## src/design/vm16_pkg.sv

```systemverilog
// shared types, constants and helpers for the vm16 instruction execute block
package vm16_pkg;

	localparam int MEM_WORDS   = 32768;
	localparam int STACK_DEPTH = 1024;
	localparam int MEM_AW      = $clog2(MEM_WORDS);
	localparam int STK_AW      = $clog2(STACK_DEPTH);
	localparam int STK_CW      = $clog2(STACK_DEPTH + 1);

	localparam int IN_W  = 80;
	localparam int OUT_W = 32;

	// first word that names a register, first word past the register range
	localparam logic [15:0] REG_BASE = 16'h8000;
	localparam logic [15:0] REG_END  = 16'h8008;
	localparam logic [16:0] MEM_LIMIT = 17'(MEM_WORDS);

	typedef enum logic [4:0] {
		OP_HALT = 5'd0,  OP_SET  = 5'd1,  OP_PUSH = 5'd2,  OP_POP  = 5'd3,
		OP_EQ   = 5'd4,  OP_GT   = 5'd5,  OP_JMP  = 5'd6,  OP_JT   = 5'd7,
		OP_JF   = 5'd8,  OP_ADD  = 5'd9,  OP_MULT = 5'd10, OP_MOD  = 5'd11,
		OP_AND  = 5'd12, OP_OR   = 5'd13, OP_NOT  = 5'd14, OP_RMEM = 5'd15,
		OP_WMEM = 5'd16, OP_CALL = 5'd17, OP_RET  = 5'd18, OP_OUT  = 5'd19,
		OP_IN   = 5'd20, OP_NOOP = 5'd21, OP_LOAD = 5'd22
	} opcode_t;

	typedef enum logic [3:0] {
		ST_RUN    = 4'd0, ST_HALT  = 4'd1, ST_BADREG = 4'd2, ST_BADADDR = 4'd3,
		ST_SEMPTY = 4'd4, ST_SFULL = 4'd5, ST_EOF    = 4'd6, ST_BADOP   = 4'd7,
		ST_MODZ   = 4'd8
	} status_t;

	typedef enum logic [2:0] {
		S_IDLE, S_RA, S_RB, S_RC, S_MEM, S_EXEC, S_DIV
	} state_t;

	typedef enum logic [1:0] {
		RD_A, RD_B, RD_C
	} rd_sel_t;

	// controller to datapath
	typedef struct packed {
		logic    load;
		rd_sel_t rd_sel;
		logic    cap_a;
		logic    cap_b;
		logic    cap_c;
		logic    mem_rd;
		logic    exec;
		logic    div_step;
		logic    div_fin;
	} cmd_t;

	// datapath to controller
	typedef struct packed {
		logic out_full;
		logic err;
		logic need_div;
		logic div_last;
	} sts_t;

	// operand word names a register
	function automatic logic is_reg(input logic [15:0] w);
		return (w >= REG_BASE) && (w < REG_END);
	endfunction

	// operand word beyond the register range
	function automatic logic is_bad(input logic [15:0] w);
		return w >= REG_END;
	endfunction

	// value not a valid memory address
	function automatic logic out_of_mem(input logic [15:0] w);
		return {1'b0, w} >= MEM_LIMIT;
	endfunction

endpackage

```

## src/design/vm16_ctrl.sv

```systemverilog
// controller: sequences operand reads, execute and the modulo iterations
module vm16_ctrl (
	input  logic           clk,
	input  logic           arst_n,
	input  logic           in_valid,
	output logic           in_ready,
	input  vm16_pkg::sts_t sts,
	output vm16_pkg::cmd_t cmd
);
	import vm16_pkg::*;

	state_t state_q, state_d;
	logic   stopped_q;
	logic   accept;

	// a waiting result only holds back the execute step, not the input
	assign in_ready = (state_q == S_IDLE);
	assign accept   = in_valid && in_ready;

	// state register and stop flag
	always_ff @(posedge clk or negedge arst_n) begin
		if (!arst_n) begin
			state_q   <= S_IDLE;
			stopped_q <= 1'b0;
		end else begin
			state_q <= state_d;
			if (cmd.exec && sts.err) stopped_q <= 1'b1;
		end
	end

	// next state
	always_comb begin
		state_d = state_q;
		case (state_q)
			S_IDLE: if (accept && !stopped_q) state_d = S_RA;
			S_RA:   state_d = S_RB;
			S_RB:   state_d = S_RC;
			S_RC:   state_d = S_MEM;
			S_MEM:  state_d = S_EXEC;
			S_EXEC: if (!sts.out_full) state_d = sts.need_div ? S_DIV : S_IDLE;
			S_DIV:  if (sts.div_last) state_d = S_IDLE;
			default: state_d = S_IDLE;
		endcase
	end

	// commands
	always_comb begin
		cmd = '0;
		cmd.rd_sel = RD_A;
		case (state_q)
			S_IDLE: cmd.load = accept && !stopped_q;
			S_RA:   cmd.rd_sel = RD_A;
			S_RB: begin cmd.cap_a = 1'b1; cmd.rd_sel = RD_B; end
			S_RC: begin cmd.cap_b = 1'b1; cmd.rd_sel = RD_C; end
			S_MEM: begin cmd.cap_c = 1'b1; cmd.mem_rd = 1'b1; end
			// execute waits while the previous result is still held
			S_EXEC: cmd.exec = !sts.out_full;
			S_DIV: begin
				cmd.div_step = !sts.div_last;
				cmd.div_fin  = sts.div_last;
			end
			default: ;
		endcase
	end

	a_ready_idle: assert property (@(posedge clk) disable iff (!arst_n)
		in_ready |-> state_q == S_IDLE)
		else $error("input ready outside idle");

	a_err_stops: assert property (@(posedge clk) disable iff (!arst_n)
		cmd.exec && sts.err |=> stopped_q)
		else $error("error did not stop the block");

	a_div_holds: assert property (@(posedge clk) disable iff (!arst_n)
		state_q == S_DIV && !sts.div_last |=> state_q == S_DIV)
		else $error("modulo left early");

	a_stopped_idle: assert property (@(posedge clk) disable iff (!arst_n)
		stopped_q && state_q == S_IDLE |=> state_q == S_IDLE)
		else $error("stopped block started an instruction");

endmodule

```

## config.mk

```make
export PLATFORM = sky130hd
export DESIGN_NAME = vm16_ctrl
export DESIGN_NICKNAME = d
export VERILOG_FILES = /design/src/design/vm16_pkg.sv /design/src/design/vm16_ctrl.sv
export SDC_FILE = /design/constraint.sdc
export NUM_CORES = 1
export LEC_CHECK = 0
export CORE_AREA = 2 2 39 41
export DETAILED_ROUTE_END_ITERATION = 6
export DIE_AREA = 0 0 41 43
export DONT_BUFFER_PORTS = 1
export SETUP_SLACK_MARGIN = 0.5
export SYNTH_ARGS = -nofsm -noshare
export SYNTH_HDL_FRONTEND = slang
export SYNTH_SLANG_ARGS = --single-unit
export TNS_END_PERCENT = 50
```

## constraint.sdc

```tcl
create_clock -name clk -period 1.4 [get_ports clk]
set_input_delay 0.21 -clock clk [delete_from_list [all_inputs] [get_ports clk]]
set_output_delay 0.21 -clock clk [all_outputs]
set_load 0.02 [all_outputs]
```

* Word-level counts from Yosys, hierarchy flattened
Cells that the tools add are included.
** Operators by class
- Eq/ne operators :: 9
- Muxes and demuxes :: 12
- Reductions and logical operators :: 8
** Operators with widths (count)
- $pmux 3 s7 :: 1
- $mux 3 :: 4
- $eq 3x3->1 const B :: 3
- $eq 3x2->1 const B :: 2
- $mux 1 :: 4
- $mux 2 :: 2
- $ne 2x2->1 const B :: 2
- $pmux 2 s2 :: 1
- $eq 3x1->1 const B :: 1
- $logic_and 1x1->1 :: 3
- $logic_not 1->1 :: 3
- $logic_not 3->1 :: 1
- $reduce_and 3->1 :: 1
- $ne 2x1->1 const B :: 1
** Storage, ports and cells
- Bits in registers :: 4
- Input port bits :: 7
- Output and inout bits :: 11
- Logic and storage cells :: 31

* Longest topological paths before layout
Gate-level depths: netlist (run 1).
- Depth after elaboration :: 5
- Mapped depth :: 5
- Gate-level depth less buffers :: 3

* Worst setup path before layout (run 1)
No wires, ideal clock.
- Path type :: reg2out
- Start point :: register state_q[0]
- End point :: output port cmd[4] (netlist name)
- Arrival time :: 1.351 ns
- Required time :: 1.190 ns
- Path slack :: -0.161 ns
- Cell stages (with the launch flop) :: 4
- Buffers on the path :: 2
- Cells stage by stage :: dfrtp_1 -> clkbuf_2 -> nor3_1 -> buf_4
** RTL lines
- start, declared :: RTL line vm16_ctrl.sv:12 : state_t state_q, state_d;
- start signal, assigned :: RTL line vm16_ctrl.sv:26 : state_q <= state_d;
- end, declared :: RTL line vm16_ctrl.sv:8 : output vm16_pkg::cmd_t cmd

==> run metrics, run 1 <==
outcome=complete, no violations; fmax=0.7208 GHz; # IOs=18; crit path time final=1.387 ns; crit path max fanout=2; largest net degree at the start of global routing=8; cell area after synthesis=329.1 um2; largest delay contributor family on the critical path=simple AND/OR/NAND/NOR gates; Post-route DRC=0; nature of the critical path endpoint=output pin; worst path cell trace=nand2b_4 > nor4_4; post-synth top area cell=dfrtp_1; MaxCap Viol Count=0; post-detail-place hpwl=549.9 um; Placement Setup Slack=0.1459 ns; Worst Path Buf+Inv=0; Synth area leaders=dfrtp_1 30%, nand2b_4 8.4%, buf_4 6.8%; total track usage=11.00%; period utilisation layout=99.09%; root buffer cell=clkbuf_4; clock sink count=4; clock-pin slew on the worst setup and hold paths=0.04 ns; Routed WL=787 um; CP Data Arrival Time=1.18 ns; cts bufs inserted=3; Design Area, Final=573.1 um2; Starting DRT DRC Count=2; Synth Register Bits=4; Die Height=43 um; routability-driven placement congestion ratio=0.7295; first-pass GRT wire length=1255 um; critical path data required time=1.19 ns; Levels on crit path=2; r2r worst-path depth=4; Net Count, Synth=44; n_diodes=0; Post-Syn Instances=37; Final ANT Viol Nets=0; Final setup violation count=0; Worst-Skew Late Latency=0.23 ns; Least-Margin Pin Slew=0.3738 ns; critical path launch point type=flip-flop; Starting Density=23.78%; grt total ovfl=0; Synth-to-Final Area Change=74.14%; Rel. slew slack=74.89%; number of synthesis warnings=0; Worst Setup Slack, final=0.01270 ns; TritonCTS clock tree=yes; Clock Path Buffers=2; Die ar.=1763 um2; WS Path Type=flip-flop to output pin; Avg Cell Area, Syn=8.894 um2; RR Startpoint=state_q[0]$_DFFE_PN0P_; Layout Skew=0.003076 ns; PD cells=2530 nW/um2; Core Footprint=1384 um2; VDD IR max=0.6655 mV; multi-input combinational cell area=262.8 um2; top cell type's share of synthesized area=30.42%; initial antenna violation count=0; vias=309; register area=102.6 um2; RSZ-0062 raised after global routing=true; CP Launch Point=stopped_q$_DFFE_PN0P_; layout cells sized above 1=78.43%; Hold Violations, Final=0; port bufs=0; H-tree levels=1; WL per Instance=11.75 um; most frequent cells in the layout=10 x buf_4, 4 x buf_6, 3 x nand2b_4, 3 x clkbuf_4; Die X=41 um; number of detailed-route iterations in the first pass=2; vias in the first global route=293; sequential share of the synthesized area=30.42%; post-placement cell area=386.6 um2; num rows=14; min-delay worst type=primary input to flip-flop; Hold Path Stages=1; fillers=137; Crit path largest cell delay=0.41 ns; leak pwr=0.2418 nW; Max Slew Vio Count=0; Final #Nets=60; Distinct cells, synth=25; Worst Min Path Start=sts[0]; commonest non-fill, non-tap cell in the layout=buf_4; slowest CP cell=nor4_4; Avg Vias per Cell=4.612
[worst register-to-register path: stages (launching register included)]
cell and delay [ns]:
dfrtp_2 0.45, buf_4 0.19, nand2b_4 0.07, o21bai_1 0.16
o311ai_2 0.13
[layer usage]
layer | track usage (%) | wire, um | vias to the layer above
li1 | - | - | 151
met1 | 14.38 | 331 | 150
met2 | 13.44 | 423 | 8
met3 | 3.665 | 32 | 0
met4 | 10.00 | 0 | 0
met5 | 0 | 0 | -
[flip-flops by register name (all words and copies together) (netlist names)]
signal,count
state_q,3
stopped_q,1
[timing repair]
item                       4_1_cts  5_1_grt
hold endpoints to repair         4        0
buffers inserted                 7        5
hold buffers                     1        0
gates resized for setup         10       12
setup endpoints to repair       15       15
pin swaps                        4        9
[synthesized netlist by cell type]
cell type	count
nand2b_1	1
nor2b_1	1
nor2_1	2
and3_2	1
nor4_1	1
nor2b_4	1
buf_4	3
a21o_1	1
nand2_1	3
nor3_1	2
o311ai_1	1
inv_2	1
clkbuf_2	1
nand2b_4	2
inv_1	1
o21ai_0	2
o21bai_1	1
a21oi_2	1
dfrtp_1	4
nand2_2	1
nor2_4	1
and2_1	2
buf_6	1
a22o_1	1
nand3_1	1
[per-stage QoR]
stage	TNS (ns)	hold WS (ns)	util [%]	std cells	total power, mW
global placement	0	-0.08546	27.94	51	0.9145
CTS	0	0.08737	35.71	62	1.277
floorplan	0	-0.08559	-	37	0.8917
detailed placement	0	-0.08550	27.94	51	0.9203
finish	0	0.08997	41.41	67	1.450
global route	-0.07819	0.07465	41.41	67	1.543
[where the power goes]
part | internal, mW | switching, mW | total, mW | leakage, nW
registers | 0.177 | 0.101 | 0.278 | 0.0447
clock network | 0.0959 | 0.0469 | 0.143 | 0.0138
logic | 0.540 | 0.489 | 1.03 | 0.183
[final cells by class]
| type | count | share of cell area, % |
|---|---|---|
| timing repair buffer | 16 | 26.20 |
| clock buffer | 3 | 3.930 |
| multi-input combinational | 26 | 45.85 |
| tap | 16 | 3.493 |
| inverter | 2 | 2.620 |
| sequential | 4 | 17.90 |
[logic make-up after synthesis]
kind of cell,after synthesis,synth area share (%)
flops,4,30.42
simple gates,19,39.93
buf+inv,7,14.06
compound gates,7,15.59
[final timing paths]
kind | slack, ns | endpoint
worst max-delay path | 0.01 | cmd[9]
max in group asynchronous | 0.97 | state_q[0]$_DFFE_PN0P_
worst max register to register | 0.27 | state_q[2]$_DFFE_PN0P_
worst min-delay path | 0.09 | state_q[2]$_DFFE_PN0P_
worst min register to register | 0.56 | stopped_q$_DFFE_PN0P_
min in group asynchronous | 0.24 | stopped_q$_DFFE_PN0P_
Note: power is estimated with default switching activity, not from simulation.
==> run 2, diff against run 1 <==
CELL_PAD_IN_SITES_DETAIL_PLACEMENT = 0   (was not set)
CELL_PAD_IN_SITES_GLOBAL_PLACEMENT = 1   (was not set)
PLACE_DENSITY_LB_ADDON = 0.1   (was not set)
==> run 2 against run 1 <==
Via count fell by 11%. Count of clock-buffer cells in the layout did not move. Sequential power rose by 8.3%. Wire length rose by 6.5%. Critical path type unchanged. Setup slack improved by 0.0027 ns. Combinational power fell by 6%. Maximum frequency rose by 0.19%. Critical endpoint unchanged. Final cell count fell by 7.5%. Global-route usage rose by 1.1 points. Utilization fell by 2.0 points. Sequential share of layout area rose by 1.1 points. Final area fell by 4.8%.
==> run metrics, run 2 (synthesized netlist as in run 1, its figures left out) <==
outcome=complete, no violations; critical path launch point type=flip-flop; post-placement cell area=386.6 um2; largest net degree at the start of global routing=9; VDD IR max=0.8096 mV; RR Startpoint=state_q[2]$_DFFE_PN0P_; nature of the critical path endpoint=output pin; Core Footprint=1384 um2; H-tree levels=1; layout cells sized above 1=76.09%; cts bufs inserted=3; RSZ-0062 raised after global routing=true; Layout Skew=0.006080 ns; Gate power share=68.5%; vias in the first global route=316; reg-to-reg endpoint=state_q[2]$_DFFE_PN0P_; clock-pin slew on the worst setup and hold paths=0.04 ns; slowest CP cell=dfrtp_2; Final Util=39.42%; num rows=14; critical path data required time=1.19 ns; r2r worst-path depth=3; Rel. slew slack=75.08%; Setup crit end=cmd[9]; initial antenna violation count=0; worst path cell trace=nor4_4; vias=274; grt peak-use layer=met2; Switching Share=44.67%; Die ar.=1763 um2; CP Launch Point=state_q[0]$_DFFE_PN0P_; Final #Nets=55; grt total ovfl=0; Regs by FF count=state_q x3, stopped_q x1; Avg Vias per Cell=4.419; Crit path largest cell delay=0.50 ns; total track usage=12.07%; WL per Instance=13.52 um; Die Height=43 um; Starting Density=23.78%; root buffer cell=clkbuf_4; Synth-to-Final Area Change=65.78%; n_diodes=0; crit path time final=1.385 ns; number of detailed-route iterations in the first pass=2; largest delay contributor family on the critical path=flip-flops; WS Path Type=flip-flop to output pin; Hold Violations, Final=0; commonest non-fill, non-tap cell in the layout=buf_4; Seq pwr share=21.3%; Routed WL=838 um; port bufs=0; most frequent cells in the layout=5 x buf_4, 3 x nand2b_4, 3 x clkbuf_4, 3 x buf_12, 3 x dfrtp_2; leak pwr=0.2202 nW; crit path max fanout=8; Clock Path Buffers=2; first-pass GRT wire length=1393 um; Post-route DRC=0; Die X=41 um; post-detail-place hpwl=606.5 um; R2R setup slack=0.25 ns; met1 Track Usage GR=15.53%; period utilisation layout=98.90%; Final ANT Viol Nets=0; Clock power frac=10.2%; TritonCTS clock tree=yes; min-delay worst type=primary input to flip-flop; Worst Path Buf+Inv=0; clock sink count=4; max FFs per register=3; Worst-Skew Late Latency=0.24 ns; Least-Margin Pin Slew=0.3711 ns; met3 usage=0.5236%; Starting DRT DRC Count=1; CP Data Arrival Time=1.17 ns; fmax=0.7222 GHz; routability-driven placement congestion ratio=0.7288; GR Util met2=17.50%; Levels on crit path=1; Reg with most FFs=state_q; # IOs=18; Design Area, Final=545.5 um2; Max Slew Vio Count=0; P_int=782.1 uW; Switch Pwr=631.4 uW; MaxCap Viol Count=0; Final setup violation count=0; PD cells=2591 nW/um2
## run 2: cell types whose count changed in the layout (fill, tap and decap cells not counted), sizes merged
| cell | previous run | this run |
|---|---|---|
| buf | 15 | 10 |
## run 2: worst min-delay path by stage
stage	startpoint	endpoint	cells past startpoint
floorplan	arst_n	state_q[0]$_DFFE_PN0P_	0
global placement	arst_n	state_q[2]$_DFFE_PN0P_	0
detailed placement	arst_n	state_q[1]$_DFFE_PN0P_	0
CTS	sts[2]	stopped_q$_DFFE_PN0P_	1
global route	sts[2]	stopped_q$_DFFE_PN0P_	1
finish	sts[2]	stopped_q$_DFFE_PN0P_	1
## run 2: through the flow
step / std cells / TNS (ns) / power (mW) / worst slack, ns / hold slack (ns)
2_1_floorplan: 37 / 0 / 0.8917 / 0.2080 / -0.08559
6_report: 62 / 0 / 1.413 / 0.01540 / 0.09127
3_3_place_gp: 51 / 0 / 0.9266 / 0.1623 / -0.08547
5_1_grt: 62 / -0.1364 / 1.514 / -0.03799 / 0.08514
3_5_place_dp: 51 / 0 / 0.9343 / 0.1435 / -0.08548
4_1_cts: 60 / -0.02912 / 1.372 / -0.01506 / 0.08788
## run 2: power by group through the flow
stage	Clock (mW)	Combinational [mW]	Sequential [mW]
final	0.143	0.969	0.301
after global routing	0.164	1.03	0.316
after CTS	0.152	0.915	0.306
after detailed placement	0	0.626	0.308
after global placement	0	0.623	0.304
after floorplan	0	0.701	0.191
## run 2: per-layer routing
layer | vias to the layer above | routed length, um
li1 | 144 | -
met1 | 119 | 344
met2 | 11 | 441
met3 | 0 | 52
met4 | 0 | 0
met5 | - | 0
## run 2: layout make-up
type,instances,area [um2]
Timing Repair Buffer,11,130.1
Sequential cell,4,103.9
Tap cell,16,20.02
Fill cell,146,838.3
Inverter,2,15.01
Clock buffer,3,22.52
Multi-Input combinational cell,26,254.0
## run 2: timing repair
action                     in CTS  in global routing
hold buffers                    1                  0
pin swaps                       6                  8
hold endpoints to repair        4                  0
resized for setup              14                  4
setup endpoints to repair      15                 15
setup buffers                   5                  2
gates cloned                    0                  0
